--- src/led_status_pattern_generator_macros.svh ---
// assertion macros for the led status pattern generator
// expects signals named clk and arst_n in the including scope
`ifndef LED_STATUS_PATTERN_GENERATOR_MACROS_SVH
`define LED_STATUS_PATTERN_GENERATOR_MACROS_SVH

// same-cycle implication, checked out of reset
`define LSPG_ASSERT_NOW(name, ante, cons, msg) \
	name: assert property (@(posedge clk) disable iff (!arst_n) (ante) |-> (cons)) \
		else $error(msg);

// next-cycle implication, checked out of reset
`define LSPG_ASSERT_NEXT(name, ante, cons, msg) \
	name: assert property (@(posedge clk) disable iff (!arst_n) (ante) |=> (cons)) \
		else $error(msg);

`endif

--- src/lspg_pkg.sv ---
// shared types, constants and level table function for the led pattern generator
// no dependencies
package lspg_pkg;

	localparam int BREATH_STEPS_DEF = 100;
	localparam int DUTY_BITS_DEF    = 13;

	localparam int PERIOD_BITS  = 16;
	localparam int CFG_IDX_BITS = 2;
	localparam int PAT_BITS     = 3;

	localparam logic [PERIOD_BITS-1:0] SLOW_RST   = 16'd500;
	localparam logic [PERIOD_BITS-1:0] FAST_RST   = 16'd100;
	localparam logic [PERIOD_BITS-1:0] BREATH_RST = 16'd15;

	localparam real PI_R = 3.14159265358979323846;

	typedef enum logic [PAT_BITS-1:0] {
		PAT_OFF    = 3'd0,
		PAT_ON     = 3'd1,
		PAT_SLOW   = 3'd2,
		PAT_FAST   = 3'd3,
		PAT_BREATH = 3'd4
	} pattern_t;

	typedef enum logic [CFG_IDX_BITS-1:0] {
		CFG_SLOW   = 2'd0,
		CFG_FAST   = 2'd1,
		CFG_BREATH = 2'd2
	} cfg_idx_t;

	typedef struct packed {
		logic                mode;
		logic [PAT_BITS-1:0] led_pattern;
	} item_t;

	typedef struct packed {
		logic [PERIOD_BITS-1:0] slow_half_period;
		logic [PERIOD_BITS-1:0] fast_half_period;
		logic [PERIOD_BITS-1:0] breath_step_interval;
	} cfg_t;

	// floor(full * (1 - cos(i * step_angle)) / 2), evaluated at elaboration
	// step_angle is pi / steps
	function automatic int breath_level(int i, int steps, int bits, real step_angle);
		int  full;
		real v;
		int  fl;
		full = (1 << bits) - 1;
		if (i <= 0) return 0;
		if (i >= steps) return full;
		v  = real'(full) * (1.0 - $cos(step_angle * real'(i))) * 0.5;
		fl = int'($floor(v));
		if (fl > full) fl = full;
		if (fl < 0) fl = 0;
		return fl;
	endfunction

endpackage

--- src/lspg_if.sv ---
// handshake channel interfaces for pattern requests and duty results
// depends on lspg_pkg
interface lspg_item_if;
	import lspg_pkg::*;

	logic                valid;
	logic                ready;
	logic                mode;
	logic [PAT_BITS-1:0] led_pattern;

	modport source (output valid, output mode, output led_pattern, input ready);
	modport sink (input valid, input mode, input led_pattern, output ready);
endinterface

interface lspg_result_if #(
	parameter int DUTY_BITS = lspg_pkg::DUTY_BITS_DEF
);
	import lspg_pkg::*;

	logic                 valid;
	logic                 ready;
	logic [DUTY_BITS-1:0] duty_out;
	logic [PAT_BITS-1:0]  active_pattern;

	modport source (output valid, output duty_out, output active_pattern, input ready);
	modport sink (input valid, input duty_out, input active_pattern, output ready);
endinterface

--- src/led_status_pattern_generator.sv ---
// top level of the status led pattern generator: channels, config registers, stages
// depends on lspg_pkg, lspg_if, lspg_engine and the assertion macro header
//
// usage:
// - item channel: mode 0 is a 1 ms tick, mode 1 a pattern request (led_pattern
//   0 off, 1 on, 2 slow blink, 3 fast blink, 4 breathing); every transfer yields
//   exactly one result on the result channel, in order
// - result channel: duty_out is the pwm duty now driven, active_pattern the
//   pattern in force
// - config port: cfg_we with cfg_idx 0 slow half period, 1 fast half period,
//   2 breathing step interval, all in ticks; write only while the block is idle
// - timing: an item enters the input stage at its transfer, then the result register
//   when that is free or being emptied; one item per cycle sustained while results
//   are taken, set by the single register stage that holds the pattern state
// - breathing levels come from a constant table read once per item
// - reset: pattern off, duty 0, counters clear, registers 500/100/15
// - receiver stall: the result register holds, one item waits in the input
//   stage, then item ready drops until the result is taken
`include "led_status_pattern_generator_macros.svh"

module led_status_pattern_generator #(
	parameter int BREATH_STEPS = lspg_pkg::BREATH_STEPS_DEF,
	parameter int DUTY_BITS    = lspg_pkg::DUTY_BITS_DEF
) (
	input  logic                               clk,
	input  logic                               arst_n,
	input  logic                               cfg_we,
	input  logic [lspg_pkg::CFG_IDX_BITS-1:0]  cfg_idx,
	input  logic [lspg_pkg::PERIOD_BITS-1:0]   cfg_data,
	lspg_item_if.sink                          item,
	lspg_result_if.source                      result
);
	import lspg_pkg::*;

	cfg_t                 cfg_q;
	item_t                item_s1, step;
	logic                 valid_s1, adv, out_valid_q;
	logic [DUTY_BITS-1:0] duty_next, duty_q;
	logic [PAT_BITS-1:0]  pattern_next, pattern_q;

	always_ff @(posedge clk or negedge arst_n) begin
		if (!arst_n) begin
			cfg_q.slow_half_period     <= SLOW_RST;
			cfg_q.fast_half_period     <= FAST_RST;
			cfg_q.breath_step_interval <= BREATH_RST;
		end else if (cfg_we) begin
			unique case (cfg_idx)
				CFG_SLOW:   cfg_q.slow_half_period     <= cfg_data;
				CFG_FAST:   cfg_q.fast_half_period     <= cfg_data;
				CFG_BREATH: cfg_q.breath_step_interval <= cfg_data;
				default: ;
			endcase
		end
	end

	// input stage advances when the result register is free or being emptied
	assign adv        = valid_s1 && (!out_valid_q || result.ready);
	assign item.ready = !valid_s1 || adv;

	always_ff @(posedge clk or negedge arst_n) begin
		if (!arst_n) begin
			valid_s1 <= 1'b0;
		end else if (item.ready) begin
			valid_s1 <= item.valid;
		end
	end

	always_ff @(posedge clk) begin
		if (item.valid && item.ready) begin
			item_s1.mode        <= item.mode;
			item_s1.led_pattern <= item.led_pattern;
		end
	end

	assign step = item_s1;

	lspg_engine #(
		.BREATH_STEPS (BREATH_STEPS),
		.DUTY_BITS    (DUTY_BITS)
	) u_engine (
		.clk          (clk),
		.arst_n       (arst_n),
		.step_en      (adv),
		.step         (step),
		.cfg          (cfg_q),
		.duty_next    (duty_next),
		.pattern_next (pattern_next)
	);

	always_ff @(posedge clk or negedge arst_n) begin
		if (!arst_n) begin
			out_valid_q <= 1'b0;
		end else if (adv) begin
			out_valid_q <= 1'b1;
		end else if (result.ready) begin
			out_valid_q <= 1'b0;
		end
	end

	always_ff @(posedge clk) begin
		if (adv) begin
			duty_q    <= duty_next;
			pattern_q <= pattern_next;
		end
	end

	assign result.valid          = out_valid_q;
	assign result.duty_out       = duty_q;
	assign result.active_pattern = pattern_q;

	`LSPG_ASSERT_NOW(a_off_dark, result.valid && (result.active_pattern == PAT_OFF), result.duty_out == '0, "off pattern with nonzero duty")
	`LSPG_ASSERT_NOW(a_on_full, result.valid && (result.active_pattern == PAT_ON), result.duty_out == '1, "on pattern without full duty")
	`LSPG_ASSERT_NOW(a_blink_rail, result.valid && ((result.active_pattern == PAT_SLOW) || (result.active_pattern == PAT_FAST)), (result.duty_out == '0) || (result.duty_out == '1), "blink duty not at a rail")
	`LSPG_ASSERT_NEXT(a_stage_hold, valid_s1 && result.valid && !result.ready, valid_s1, "input stage lost an item during a stall")

endmodule

--- src/lspg_engine.sv ---
// pattern state, tick counting and breathing level lookup
// depends on lspg_pkg
module lspg_engine #(
	parameter int BREATH_STEPS = lspg_pkg::BREATH_STEPS_DEF,
	parameter int DUTY_BITS    = lspg_pkg::DUTY_BITS_DEF
) (
	input  logic                           clk,
	input  logic                           arst_n,
	input  logic                           step_en,
	input  lspg_pkg::item_t                step,
	input  lspg_pkg::cfg_t                 cfg,
	output logic [DUTY_BITS-1:0]           duty_next,
	output logic [lspg_pkg::PAT_BITS-1:0]  pattern_next
);
	import lspg_pkg::*;

	localparam int IDX_BITS = $clog2(BREATH_STEPS + 1);
	localparam logic [IDX_BITS-1:0]  LAST_IDX = IDX_BITS'(BREATH_STEPS);
	localparam logic [DUTY_BITS-1:0] DUTY_MAX = '1;
	localparam real STEP_ANGLE = PI_R / real'(BREATH_STEPS);

	logic [DUTY_BITS-1:0] level_tab [BREATH_STEPS+1];

	for (genvar g = 0; g <= BREATH_STEPS; g++) begin : g_level
		assign level_tab[g] = DUTY_BITS'(breath_level(g, BREATH_STEPS, DUTY_BITS, STEP_ANGLE));
	end

	pattern_t               pattern_q, pattern_d;
	logic [DUTY_BITS-1:0]   duty_q, duty_d, toggle_duty, breath_duty;
	logic [PERIOD_BITS-1:0] tick_q, tick_d, tick_inc, period;
	logic [IDX_BITS-1:0]    idx_q, idx_d, tab_sel;
	logic                   fall_q, fall_d;
	logic                   expired, load_breath, req_ok;

	assign tick_inc    = tick_q + PERIOD_BITS'(1);
	assign expired     = (tick_inc >= period);
	assign toggle_duty = (duty_q == '0) ? DUTY_MAX : '0;
	assign req_ok      = (step.led_pattern <= PAT_BREATH) && (step.led_pattern != pattern_q);

	always_comb begin
		unique case (pattern_q)
			PAT_SLOW: period = cfg.slow_half_period;
			PAT_FAST: period = cfg.fast_half_period;
			default:  period = cfg.breath_step_interval;
		endcase
	end

	always_comb begin
		pattern_d   = pattern_q;
		duty_d      = duty_q;
		tick_d      = tick_q;
		idx_d       = idx_q;
		fall_d      = fall_q;
		load_breath = 1'b0;
		if (step.mode) begin
			if (req_ok) begin
				pattern_d = pattern_t'(step.led_pattern);
				tick_d    = '0;
				idx_d     = '0;
				fall_d    = 1'b0;
				unique case (pattern_t'(step.led_pattern))
					PAT_OFF:    duty_d = '0;
					PAT_ON:     duty_d = DUTY_MAX;
					PAT_BREATH: load_breath = 1'b1;
					default:    duty_d = toggle_duty;
				endcase
			end
		end else begin
			unique case (pattern_q)
				PAT_SLOW, PAT_FAST: begin
					tick_d = expired ? '0 : tick_inc;
					if (expired) duty_d = toggle_duty;
				end
				PAT_BREATH: begin
					tick_d = expired ? '0 : tick_inc;
					if (expired) begin
						load_breath = 1'b1;
						if (idx_q < LAST_IDX) begin
							idx_d = idx_q + IDX_BITS'(1);
						end else begin
							idx_d  = '0;
							fall_d = ~fall_q;
						end
					end
				end
				default: ;
			endcase
		end
	end

	assign tab_sel      = fall_d ? (LAST_IDX - idx_d) : idx_d;
	assign breath_duty  = level_tab[tab_sel];
	assign duty_next    = load_breath ? breath_duty : duty_d;
	assign pattern_next = pattern_d;

	always_ff @(posedge clk or negedge arst_n) begin
		if (!arst_n) begin
			pattern_q <= PAT_OFF;
			duty_q    <= '0;
			tick_q    <= '0;
			idx_q     <= '0;
			fall_q    <= 1'b0;
		end else if (step_en) begin
			pattern_q <= pattern_d;
			duty_q    <= duty_next;
			tick_q    <= tick_d;
			idx_q     <= idx_d;
			fall_q    <= fall_d;
		end
	end

endmodule

--- src/flat_wrapper.sv ---
// flat-port wrapper written by rule: the top's interface ports become plain ports
module led_status_pattern_generator_flat import lspg_pkg::*;
#(
	parameter int BREATH_STEPS = lspg_pkg::BREATH_STEPS_DEF,
	parameter int DUTY_BITS    = lspg_pkg::DUTY_BITS_DEF
)
  (clk, arst_n, cfg_we, cfg_idx, cfg_data, item_valid, item_mode, item_led_pattern, item_ready, result_valid, result_duty_out, result_active_pattern, result_ready);
  lspg_item_if item_i ();
  lspg_result_if #(.DUTY_BITS(DUTY_BITS)) result_i ();
  input  logic clk;
  input  logic arst_n;
  input  logic cfg_we;
  input  logic [lspg_pkg::CFG_IDX_BITS-1:0] cfg_idx;
  input  logic [lspg_pkg::PERIOD_BITS-1:0] cfg_data;
  input wire logic [$bits(item_i.valid)-1:0] item_valid;
  input wire logic [$bits(item_i.mode)-1:0] item_mode;
  input wire logic [$bits(item_i.led_pattern)-1:0] item_led_pattern;
  output wire logic [$bits(item_i.ready)-1:0] item_ready;
  output wire logic [$bits(result_i.valid)-1:0] result_valid;
  output wire logic [$bits(result_i.duty_out)-1:0] result_duty_out;
  output wire logic [$bits(result_i.active_pattern)-1:0] result_active_pattern;
  input wire logic [$bits(result_i.ready)-1:0] result_ready;
  assign item_i.valid = item_valid;
  assign item_i.mode = item_mode;
  assign item_i.led_pattern = item_led_pattern;
  assign item_ready = item_i.ready;
  assign result_valid = result_i.valid;
  assign result_duty_out = result_i.duty_out;
  assign result_active_pattern = result_i.active_pattern;
  assign result_i.ready = result_ready;
  led_status_pattern_generator #(.BREATH_STEPS(BREATH_STEPS), .DUTY_BITS(DUTY_BITS)) u_core (.clk(clk), .arst_n(arst_n), .cfg_we(cfg_we), .cfg_idx(cfg_idx), .cfg_data(cfg_data), .item(item_i), .result(result_i));
endmodule
--- config.mk ---
export PLATFORM = sky130hd
export DESIGN_NAME = led_status_pattern_generator_flat
export DESIGN_NICKNAME = d
export VERILOG_FILES = /design/src/lspg_pkg.sv /design/src/lspg_if.sv /design/src/led_status_pattern_generator.sv /design/src/lspg_engine.sv /design/src/flat_wrapper.sv
export VERILOG_INCLUDE_DIRS = /design/src /design/src/src
export SDC_FILE = /design/constraint.sdc
export NUM_CORES = 1
export LEC_CHECK = 0
export ABC_AREA = 1
export BUFFER_PORTS_ARGS = -buffer_cell sky130_fd_sc_hd__buf_2
export CAP_MARGIN = 20
export CORE_MARGIN = 10
export CORE_UTILIZATION = 50
export CTS_CLUSTER_DIAMETER = 50
export CTS_CLUSTER_SIZE = 16
export DETAILED_ROUTE_END_ITERATION = 7
export PLACE_DENSITY_LB_ADDON = 0.2
export SYNTH_ARGS = -nofsm -noshare
export SYNTH_HDL_FRONTEND = slang
export SYNTH_SLANG_ARGS = --single-unit
export TNS_END_PERCENT = 50
--- constraint.sdc ---
create_clock -name clk -period 6.4 [get_ports clk]
set_input_delay 0.32 -clock clk [delete_from_list [all_inputs] [get_ports clk]]
set_output_delay 0.32 -clock clk [all_outputs]
set_load 0.05 [all_outputs]
# Word level (Yosys, flattened, before mapping)
# Memory sizes are Yosys's and may differ from the RTL's.
# Index checks and enable logic that the tools add are counted.
# totals
reg_bits	110
rom_bits	1664
output_inout_bits	18
mem_count	1
# classes
addsub	3
n_lt_le_gt_ge	4
n_eq_ne	9
muxes	34
n_bitwise	2
n_reduce_logical	18
# mem_list
memory	depth	width	read_ports	rd_ports_with_merged_regs	write_ports	line_no	source
(no name shown)	128	13	1	0	0	lspg_engine.sv:92	assign breath_duty = level_tab[tab_sel];
# op_table
op	n
$mux W13	8
$mux W16	4
$mux W7	6
$pmux W13 S3	1
$pmux W16 S2	1
$add A16 B1 Y16 const B	1
$ge A16 B16 Y1	1
$logic_not A13 Y1	1
$mux W1	12
$ge A8 B8 Y1 const B	1
$not A7 Y8	1
$add A7 B1 Y7 const B	1
$lt A7 B7 Y1 const B	1
$sub A7 B7 Y7 const A	1
$eq A3 B2 Y1 const B	2
$eq A3 B3 Y1 const B	2
$mux W3	2
$reduce_and A2 Y1	3
$reduce_bool A2 Y1	2
$eq A3 B1 Y1 const B	1
$le A3 B3 Y1 const B	1
$logic_and A1 B1 Y1	3
$logic_not A3 Y1	1
$ne A3 B3 Y1	1
other kinds (10)	12

# Depth between registers and ports, before layout
# Gate-level depths: netlist of run 1.
# logic_depth
ltp_word	13
depth_mapped	39

# Modules after synthesis
# A second synthesis of run 1 with hierarchy kept.
# hier_totals
cells_unflattened	1202
area_unflattened_um2	8416.8
# by_module_without_submodules
mod	instances	cells_per_inst	area_per_inst_um2	seq_area_each_um2
lspg_engine	1	957	5669.2	1001.0
led_status_pattern_generator	1	245	2747.6	1868.0

# Worst setup path after synthesis of run 1
# No wires, ideal clock.
# synth_path
kind	register to register
startpoint	reg u_core.u_engine.tick_q[0]
endpoint	reg u_core.duty_q[5], in the netlist u_core.result.duty_out[5] (data pin)
setup_ns	0.255
t_arrival_ns	4.498
path_slack_ns	1.648
path_stages_with_launch	32
path_buffers	2
period_less_slack_ns	4.752
path_cell_list	dfrtp_1 -> nand3_1 -> nor2_1 -> nand2_1 -> nor3_1 -> nand4_1 -> nor4_1 -> nand2_1 -> xor2_1 -> ha_1 -> nand2_2 -> nor4_2 -> nand2_2 -> nand2_4 -> nand2_4 -> nand2_1 -> nand3_1 -> nand2_4 -> ha_1 -> nand2_1 -> nand2_8 -> nand2_4 -> buf_8 -> buf_12 -> ha_1 -> nand2_1 -> nand2_1 -> nand2_1 -> nand3_1 -> nand2_1 -> nand3_1 -> and2_1
# synth_via
elab_chain_cells	12
word_cells_on_any_way	21
cone_classes	add/sub: 2; order compare: 1; mux: 16; bitwise: 1; memory: 1
# synth_lines
item	line_no	source
start, declared	lspg_engine.sv:30	logic [PERIOD_BITS-1:0] tick_q, tick_d, tick_inc, period;
start signal, assigned	lspg_engine.sv:106	tick_q <= tick_d;
$add A16 B1 Y16 *	lspg_engine.sv:35	assign tick_inc = tick_q + PERIOD_BITS'(1);
$ge A16 B16 Y1 *	lspg_engine.sv:36	assign expired = (tick_inc >= period);
$mux W7	lspg_engine.sv:76	if (expired) begin
$mux W7	lspg_engine.sv:69	unique case (pattern_q)
$mux W7	lspg_engine.sv:55	if (step.mode) begin
$sub A7 B7 Y7	lspg_engine.sv:91	assign tab_sel = fall_d ? (LAST_IDX - idx_d) : idx_d;
$mux W7	lspg_engine.sv:91	
$not A7 Y8 (not written as such)	lspg_engine.sv:92	
$mem_v2 Z128 W13	-	
$mux W13 (not written as such) (2 in series)	lspg_engine.sv:92	
$mux W13 *	lspg_engine.sv:93	assign duty_next = load_breath ? breath_duty : duty_d;
named net u_core.duty_next[5]	led_status_pattern_generator.sv:38	logic [DUTY_BITS-1:0] duty_next, duty_q;
end signal, assigned	led_status_pattern_generator.sv:102	duty_q <= duty_next;
end, declared	led_status_pattern_generator.sv:38	
# The timed path passes the listed nets; every way through them passes the cells marked *. The select of a mux whose other input is x is not followed.
# A chain may end at the register's enable or synchronous reset.

# Worst setup path in the final report of run 1
# Ends and elaborated chain as after synthesis.

==> results of run 1 <==
## flip-flops by register name (all words and copies together) (netlist names)
register,cells
u_core.cfg_q,48
u_core.item_s1,4
u_core.result.active_pattern,3
u_core.result.duty_out,13
u_core.result.valid,1
u_core.u_engine.duty_q,13
u_core.u_engine.fall_q,1
u_core.u_engine.idx_q,7
u_core.u_engine.pattern_q,3
u_core.u_engine.tick_q,16
u_core.valid_s1,1
## Yosys cell counts, types with 7 or more instances
| cell | n |
|---|---|
| dfstp_2 | 13 |
| inv_2 | 10 |
| ha_1 | 32 |
| xor2_1 | 13 |
| buf_6 | 12 |
| edfxtp_1 | 20 |
| nand3_1 | 122 |
| inv_1 | 118 |
| o22ai_1 | 13 |
| nor3_1 | 7 |
| nand4_1 | 16 |
| o21ai_0 | 119 |
| a22o_1 | 14 |
| a21oi_1 | 43 |
| clkbuf_1 | 24 |
| nand2_2 | 20 |
| o21ai_1 | 11 |
| nand2_1 | 334 |
| nor2_1 | 66 |
| dfrtp_1 | 77 |
## cell type report
| class | instances | area, µm² |
|---|---|---|
| multi-input cells | 873 | 4551 |
| clock buffers | 9 | 225.2 |
| flip-flops and latches | 110 | 2869 |
| well taps | 216 | 270.3 |
| inverters | 129 | 484.2 |
| repair buffers | 57 | 330.3 |
| clock inverters | 7 | 85.08 |
| fillers | 1581 | 7186 |
## cells in the final DEF, fill, tap and decap left out, types with 5 or more instances in the layout
cell type / n
o21ai_0: 119
buf_4: 12
nand2_2: 20
clkbuf_16: 9
nor2_2: 5
nand2_4: 6
nand4_1: 16
inv_2: 10
inv_1: 118
a21boi_1: 5
nor3_1: 7
xor2_1: 13
nand2_1: 334
dfstp_2: 13
buf_2: 43
o221ai_1: 5
edfxtp_1: 20
a22o_1: 14
nand3_1: 122
dfrtp_1: 77
o22ai_1: 13
a21oi_1: 43
nand3_2: 5
nor2_1: 66
ha_1: 32
o21ai_1: 11
## final timing paths
kind | end | slack (ns) | cells after the start
worst max-delay path | u_core.result.duty_out[5] | 0.62 | 31
worst min-delay path | u_core.item_s1[0] | 0.13 | 1
worst max register to register | u_core.result.duty_out[5] | 0.62 | 31
worst min register to register | u_core.u_engine.duty_q[2] | 0.49 | 2
max in group asynchronous | u_core.u_engine.idx_q[4] | 4.90 | 3
min in group asynchronous | u_core.cfg_q[46] | 0.49 | 2
## stage by stage
stage	hold slack (ns)	cells
global route	0.1240	1401
global placement	0.3703	1383
detailed placement	0.3668	1383
floorplan	0.02441	1163
CTS	0.1140	1400
finish	0.1255	1401
## power groups by stage
| stage | sequential [mW] | clock [mW] | combinational, mW |
|---|---|---|---|
| floorplan | 1.08 | 0 | 1.20 |
| global placement | 1.01 | 0 | 1.69 |
| detailed placement | 1.01 | 0 | 1.68 |
| CTS | 1.00 | 0.589 | 1.69 |
| global route | 1.02 | 0.616 | 1.91 |
| finish | 1.00 | 0.578 | 1.72 |
## kinds of logic (layout without fill, tap and decap cells)
logic type	count (synthesis)	in the layout
AO/OA/AOI/OAI	231	231
XOR/XNOR	16	16
adder cells (fa/ha/maj)	32	32
buffers and inverters	180	202
flip-flops	110	110
AND/OR/NAND/NOR	594	594
## routing by layer
metal / vias up / GRT usage / wire length (µm)
li1: 3880 / - / -
met1: 3681 / 0.3206 / 11570
met2: 340 / 0.2965 / 9770
met3: 47 / 0.04035 / 1740
met4: 0 / 0.07235 / 576
met5: - / 0 / 0
==> key figures, run 1 <==
Clock network
  • H-tree depth: 3
  • Maximum root-to-sink buffer count: 2
  • Clock Pin Slew Worst Setup and Hold Paths: about 0.080 ns
  • Post-CTS Setup Bufs: 0
  • CTS root buf: clkbuf_16
  • CTS tree: yes
  • Num CTS Buffers: 9
  • Post-cts sizing count: 0
  • Hold Buf Count CTS: 1
  • Num Clock Sinks: between 100 and 150
  • Worst skew pair latency: between 0.3 and 0.4 ns

Setup path
  • Startpoint Class: flip-flop
  • CP Data Required Time: around 6.5 ns
  • CP Class: flip-flop to flip-flop
  • Delay-heaviest family, CP: simple AND/OR/NAND/NOR gates
  • Slowest stage delay, CP: around 0.43 ns
  • Critical Path AT: approximately 5.9 ns
  • CP dominant cell by count: nand2_1
  • Worst Path Buf+Inv: 2
  • Reg2reg start: u_core.u_engine.tick_q[0]
  • Worst Setup End Kind: flip-flop
  • CP Max Fanout: 33
  • CP max-delay cell: dfrtp_1
  • CP startpoint: u_core.u_engine.tick_q[0]

Floorplanning
  • Die Footprint: about 22,000 µm²
  • Die height: ~150 µm
  • IO Pins: 45
  • DIE WIDTH: 148.5 µm
  • Starting Density: 0.5156
  • Core area: ~16,000 µm²
  • Rows: 46

Pwr
  • Tot Pwr: roughly 3.3 mW
  • Psw: ~1.6 mW
  • Pleak: 4.383 nW
  • Power density over the cells: ~380 nW/µm²
  • Clock share of power: 0.175
  • Sw frac: 0.4900
  • Seq pwr share: 0.304
  • Combinational power share: 0.521
  • VDD IR max: ~0.23 mV
  • Cell Int Power: around 1.7 mW

Synth
  • Async SR Flop Fraction: 0.8182
  • Syn_nets: between 1,000 and 1,500
  • Cells after Synth: approximately 1,200
  • Number of synthesized flops with an enable pin: 20
  • Top cell type's share of synthesized area: 0.2335
  • Synth top area cells: dfrtp_1, nand2_1, nand3_1, edfxtp_1, o21ai_0
  • Largest family of logic cells by synthesized area: simple AND/OR/NAND/NOR gates
  • Compound-Gate Fraction of Synth Area: 0.1614
  • Synth unique cells: 52
  • Yosys top cell by area: dfrtp_1
  • Post-synthesis xor/xnor area fraction: 0.01699
  • Post-synthesis instance area: between 8000 and 9000 µm²
  • Yosys warns: 0
  • Synth Area in Adders: 0.04853
  • Post-synthesis mux area share: 0
  • Top_reg_cell synth: dfrtp_1
  • Sequential share of the synthesized area: 0.3477
  • Average footprint of a synthesized cell: just over 7 µm²
  • Flops & latches, synth: 110
  • Synth Area in Simple Gates: 0.3247

GRT
  • Largest net degree at the start of global routing: 47
  • Vias in the first global route: roughly 7,200
  • First-pass GRT wire length: slightly below 40,000 µm
  • GR Overflow Total: 0
  • Initial antenna violation count: 0
  • Total track usage: 0.2136

Place
  • Placed cell area: roughly 8500 µm²
  • Dpl ws: between 0.7 and 0.8 ns
  • Post-DP HPWL: approximately 17,000 µm
  • Port bufs: between 40 and 50
  • Final estimated routing congestion in global placement: ~1

Final layout
  • Post-layout net count: 1,239
  • Layout area overhead: 6.840%
  • Ant. Diodes: 0
  • Final Core Density: 0.5509
  • Cell area after layout: between 8000 and 9000 µm²
  • Layout cells sized above 1: 0.1249

Timing
  • Crit share post-route: 0.9029
  • RSZ-0062 raised after global routing: false
  • Fmax: between 0.15 and 0.2 GHz
  • Worst-Margin Slew: approximately 0.92 ns
  • Slew headroom: 0.3835
  • Fin. Hold Viols: 0
  • Clock skew: ~0.012 ns
  • Slew Viols, Final: 0
  • Crit path time final: roughly 5.8 ns
  • Final setup viols: 0
  • Setup TNS: 0 ns
  • PnR worst setup slack: 0.6215 ns

Drt
  • First drt pass iteration count: 5
  • Initial DRC count: 1,019
  • Avg WL per Cell: approximately 17 µm
  • Drt drc: 0
  • Antenna Nets Post-Route: 0
  • Via density: between 5 and 6
  • Final wirelength: 23,660 µm
  • Routed via count: around 7,900

Job
  • Max Cap Viol: 0

Min path
  • Hold path startpoint: item_led_pattern[0]
  • Worst min path class: primary input to flip-flop

Status
  • Outcome: finished, final reports clean
Power figures use the tool's default switching activity.
==> inputs of run 2 (changes only) <==
Settings changed: ABC_AREA 1 to not set.
==> key figures, run 2 <==
Status
  • Outcome: finished, final reports clean (unchanged)

Synth
  • Flops & latches, synth: 110 (unchanged)
  • Sequential share of the synthesized area: 0.3470 (was 0.3477)
  • Post-synthesis instance area: 8268 µm² (was 8250 µm²)
  • Average footprint of a synthesized cell: 8.890 µm² (was 7.094 µm²)
  • Cells after Synth: 930 (was 1,163)
  • Top-count cell post-synth: nand2_1 (unchanged)
  • Syn_nets: 989 (was 1,222)
  • Async SR Flop Fraction: 0.8182 (unchanged)
  • Top cell type's share of synthesized area: 0.2331 (was 0.2335)
  • Yosys top cell by area: dfrtp_1 (unchanged)
  • Top_reg_cell synth: dfrtp_1 (unchanged)
  • Synth unique cells: 91 (was 52)
  • Top post-synthesis cells by count: nand2_1, dfrtp_1, nor2_1, a21oi_1, o21ai_0 (was nand2_1, nand3_1, o21ai_0, inv_1, dfrtp_1)
  • Synth top area cells: dfrtp_1, mux2_2, edfxtp_1, ha_1, a21oi_1 (was dfrtp_1, nand2_1, nand3_1, edfxtp_1, o21ai_0)
  • Yosys warns: 0 (unchanged)
  • Number of synthesized flops with an enable pin: 20 (unchanged)

Drt
  • Via density: 6.520 (was 5.673)
  • Initial DRC count: 1,011 (was 1,019)
  • Antenna Nets Post-Route: 0 (unchanged)
  • Routed via count: 7,791 (was 7,948)
  • Drt drc: 0 (unchanged)
  • Avg WL per Cell: 21.70 µm (was 16.89 µm)
  • First drt pass iteration count: 5 (unchanged)
  • Final wirelength: 25,930 µm (was 23,660 µm)

Timing
  • Crit path time final: 6.092 ns (was 5.778 ns)
  • Slew headroom: 0.3916 (was 0.3835)
  • Crit share post-route: 0.9519 (was 0.9029)
  • Fmax: 0.1641 GHz (was 0.1731 GHz)
  • Fin. Hold Viols: 0 (unchanged)
  • Clock skew: 0.007928 ns (was 0.01167 ns)
  • Worst-Margin Slew: 0.9098 ns (was 0.9225 ns)
  • Final setup viols: 0 (unchanged)
  • Setup TNS: 0 ns (unchanged)
  • Slew Viols, Final: 0 (unchanged)

Floorplanning
  • Core area: 16,060 µm² (was 16,000 µm²)
  • Rows: 46 (unchanged)
  • IO Pins: 45 (unchanged)
  • Die Footprint: 22,080 µm² (was 22,040 µm²)
  • Starting Density: 0.5149 (was 0.5156)
  • Die height: 148.6 µm (was 148.5 µm)
  • DIE WIDTH: 148.6 µm (was 148.5 µm)

GRT
  • GR Overflow Total: 0 (unchanged)
  • First-pass GRT wire length: 41,320 µm (was 38,540 µm)
  • Total track usage: 0.2329 (was 0.2136)
  • Largest net degree at the start of global routing: 80 (was 47)
  • Initial antenna violation count: 0 (unchanged)
  • Vias in the first global route: 7,377 (was 7,226)

Place
  • Post-DP HPWL: 18,860 µm (was 17,000 µm)
  • Final estimated routing congestion in global placement: 1.022 (was 1.005)
  • Port bufs: 44 (unchanged)
  • Dpl cells: 1,174 (was 1,383)

Pwr
  • Pleak: 3.793 nW (was 4.383 nW)
  • Power density over the cells: 248.9 nW/µm² (was 375.2 nW/µm²)
  • VDD IR max: 0.2660 mV (was 0.2322 mV)

Setup path
  • R2R cell count: 24 (was 31)
  • Critical Path AT: 6.20 ns (was 5.91 ns)
  • CP Data Required Time: 6.50 ns (was 6.53 ns)
  • R2R setup slack: 0.31 ns (was 0.62 ns)
  • CP Max Fanout: 16 (was 33)
  • CP Class: flip-flop to flip-flop (unchanged)
  • CP startpoint: u_core.u_engine.tick_q[3] (was u_core.u_engine.tick_q[0])
  • Startpoint Class: flip-flop (unchanged)
  • Worst Setup End Kind: flip-flop (unchanged)
  • Reg2reg start: u_core.u_engine.tick_q[3] (was u_core.u_engine.tick_q[0])

Clock network
  • H-tree depth: 3 (unchanged)
  • Worst skew pair latency: 0.36 ns (was 0.37 ns)
  • Num CTS Buffers: 9 (unchanged)
  • Maximum root-to-sink buffer count: 2 (unchanged)
  • Num Clock Sinks: 110 (unchanged)
  • CTS root buf: clkbuf_16 (unchanged)
  • CTS tree: yes (unchanged)
  • Clock Pin Slew Worst Setup and Hold Paths: 0.08 ns (about the same)

Final layout
  • Max reg flops: 48 (unchanged)
  • Commonest non-fill, non-tap cells in the layout: nand2_1, dfrtp_1, nor2_1, a21oi_1, o21ai_0 (was nand2_1, nand3_1, o21ai_0, inv_1, dfrtp_1)
  • Ant. Diodes: 0 (unchanged)
  • Non-Filler Instances: 1,195 (was 1,401)
  • Post-layout net count: 1,033 (was 1,239)
  • Fillers: 1,402 (was 1,581)
  • Layout cells sized above 1: 0.2380 (was 0.1249)
  • Layout area overhead: 12.98% (was 6.840%)
  • Most common cell after layout, fill and taps aside: nand2_1 (unchanged)
  • Top flop regs: u_core.cfg_q (48), u_core.u_engine.tick_q (16) (unchanged)
  • Largest Register: u_core.cfg_q (unchanged)

Min path
  • Hold Path Depth: 1 (unchanged)
  • Worst min path class: primary input to flip-flop (unchanged)
  • Hold path startpoint: item_led_pattern[1] (was item_led_pattern[0])

Job
  • Max Cap Viol: 0 (unchanged)
run 2: cell types whose count changed after synthesis, sizes merged, moves of 16 or more:
cell,previous run,this run
a21oi,46,74
clkbuf,24,44
inv,128,12
mux2,0,58
mux2i,0,17
nand2,361,88
nand2b,0,16
nand3,128,31
nor3,8,25
o211ai,5,22
o21ai,131,70
run 2: stage by stage:
stage	setup slack, ns	power, mW	utilization	hold WS [ns]	cell area (µm²)
6_report	0.3076	2.325	0.5817	0.1283	9341
5_1_grt	-0.02969	2.469	0.5817	0.1211	9341
4_1_cts	0.1087	2.319	0.5741	0.1207	9219
3_5_place_dp	0.1357	1.741	0.5542	0.1783	8899
3_3_place_gp	0.2250	1.725	0.5542	0.1777	8899
2_1_floorplan	0.006660	1.510	-	0.02441	8287
run 2: critical path, stage by stage, from the launching register on:
cell and delay (ns):
dfrtp_1 0.40, and3_1 0.21, and3_1 0.21, and4_1 0.22, nand4_1 0.12, buf_4 0.17, nor2_1 0.12, xor2_1 0.22
ha_1 0.28, nand4_1 0.12, o21bai_1 0.12, a221oi_4 0.37, buf_4 0.22, and3_4 0.19, o32ai_2 0.09, inv_2 0.09
buf_4 0.26, nand2_1 0.18, a21oi_2 0.65, buf_4 0.31, nor3_1 0.11, o311ai_0 0.59, a31oi_1 0.30, nor2_1 0.17
a21oi_1 0.09
run 2: path summary, 6_finish.rpt:
check / endpoint
max: u_core.result.duty_out[1]
min: u_core.item_s1[1]
max reg2reg: u_core.result.duty_out[1]
min reg2reg: u_core.u_engine.tick_q[15]
max in group asynchronous: u_core.cfg_q[1]
min in group asynchronous: u_core.u_engine.tick_q[14]
run 2: timing repair:
action,4_1_cts,5_1_grt
setup buffers,0,3
gates resized for setup,0,13
endpoints found under the hold margin,11,0
setup endpoints to repair,0,26
hold buffers,1,0
run 2: cell families (layout without fill, tap and decap cells):
group / count (synthesis) / count (layout) / share of synthesized area
and+or+nand+nor: 302 / 302 / 0.1769
AOI/OAI and AO/OA: 301 / 301 / 0.2552
DFF: 110 / 110 / 0.3470
buffers and inverters: 83 / 132 / 0.04252
muxes: 75 / 75 / 0.09958
adders and majority gates: 32 / 32 / 0.04843
xor gates and xnor gates: 27 / 27 / 0.03042
run 2: power by group:
group	internal, mW	switching, mW	total, mW
Sequential	0.867	0.117	0.984
Combinational	0.315	0.450	0.765
Clock	0.298	0.278	0.577
Total	1.48	0.846	2.33
run 2: layer usage:
| metal | vias to the layer above | share of wire | track usage |
|---|---|---|---|
| li1 | 3612 | - | - |
| met5 | - | 0 | 0 |
| met4 | 0 | 0.036 | 0.09366 |
| met1 | 3716 | 0.45 | 0.3299 |
| met2 | 381 | 0.44 | 0.3389 |
| met3 | 82 | 0.075 | 0.04490 |
run 2: area by class of cell:
class	instances	area, µm²	area share
Multi-Input combinational cell	737	5136	0.5498
Sequential cell	110	2869	0.3071
Timing Repair Buffer	104	708.2	0.07581
Tap cell	216	270.3	0.02893
Clock buffer	10	250.2	0.02679
Clock inverter	6	60.06	0.006429
Inverter	12	47.55	0.005090
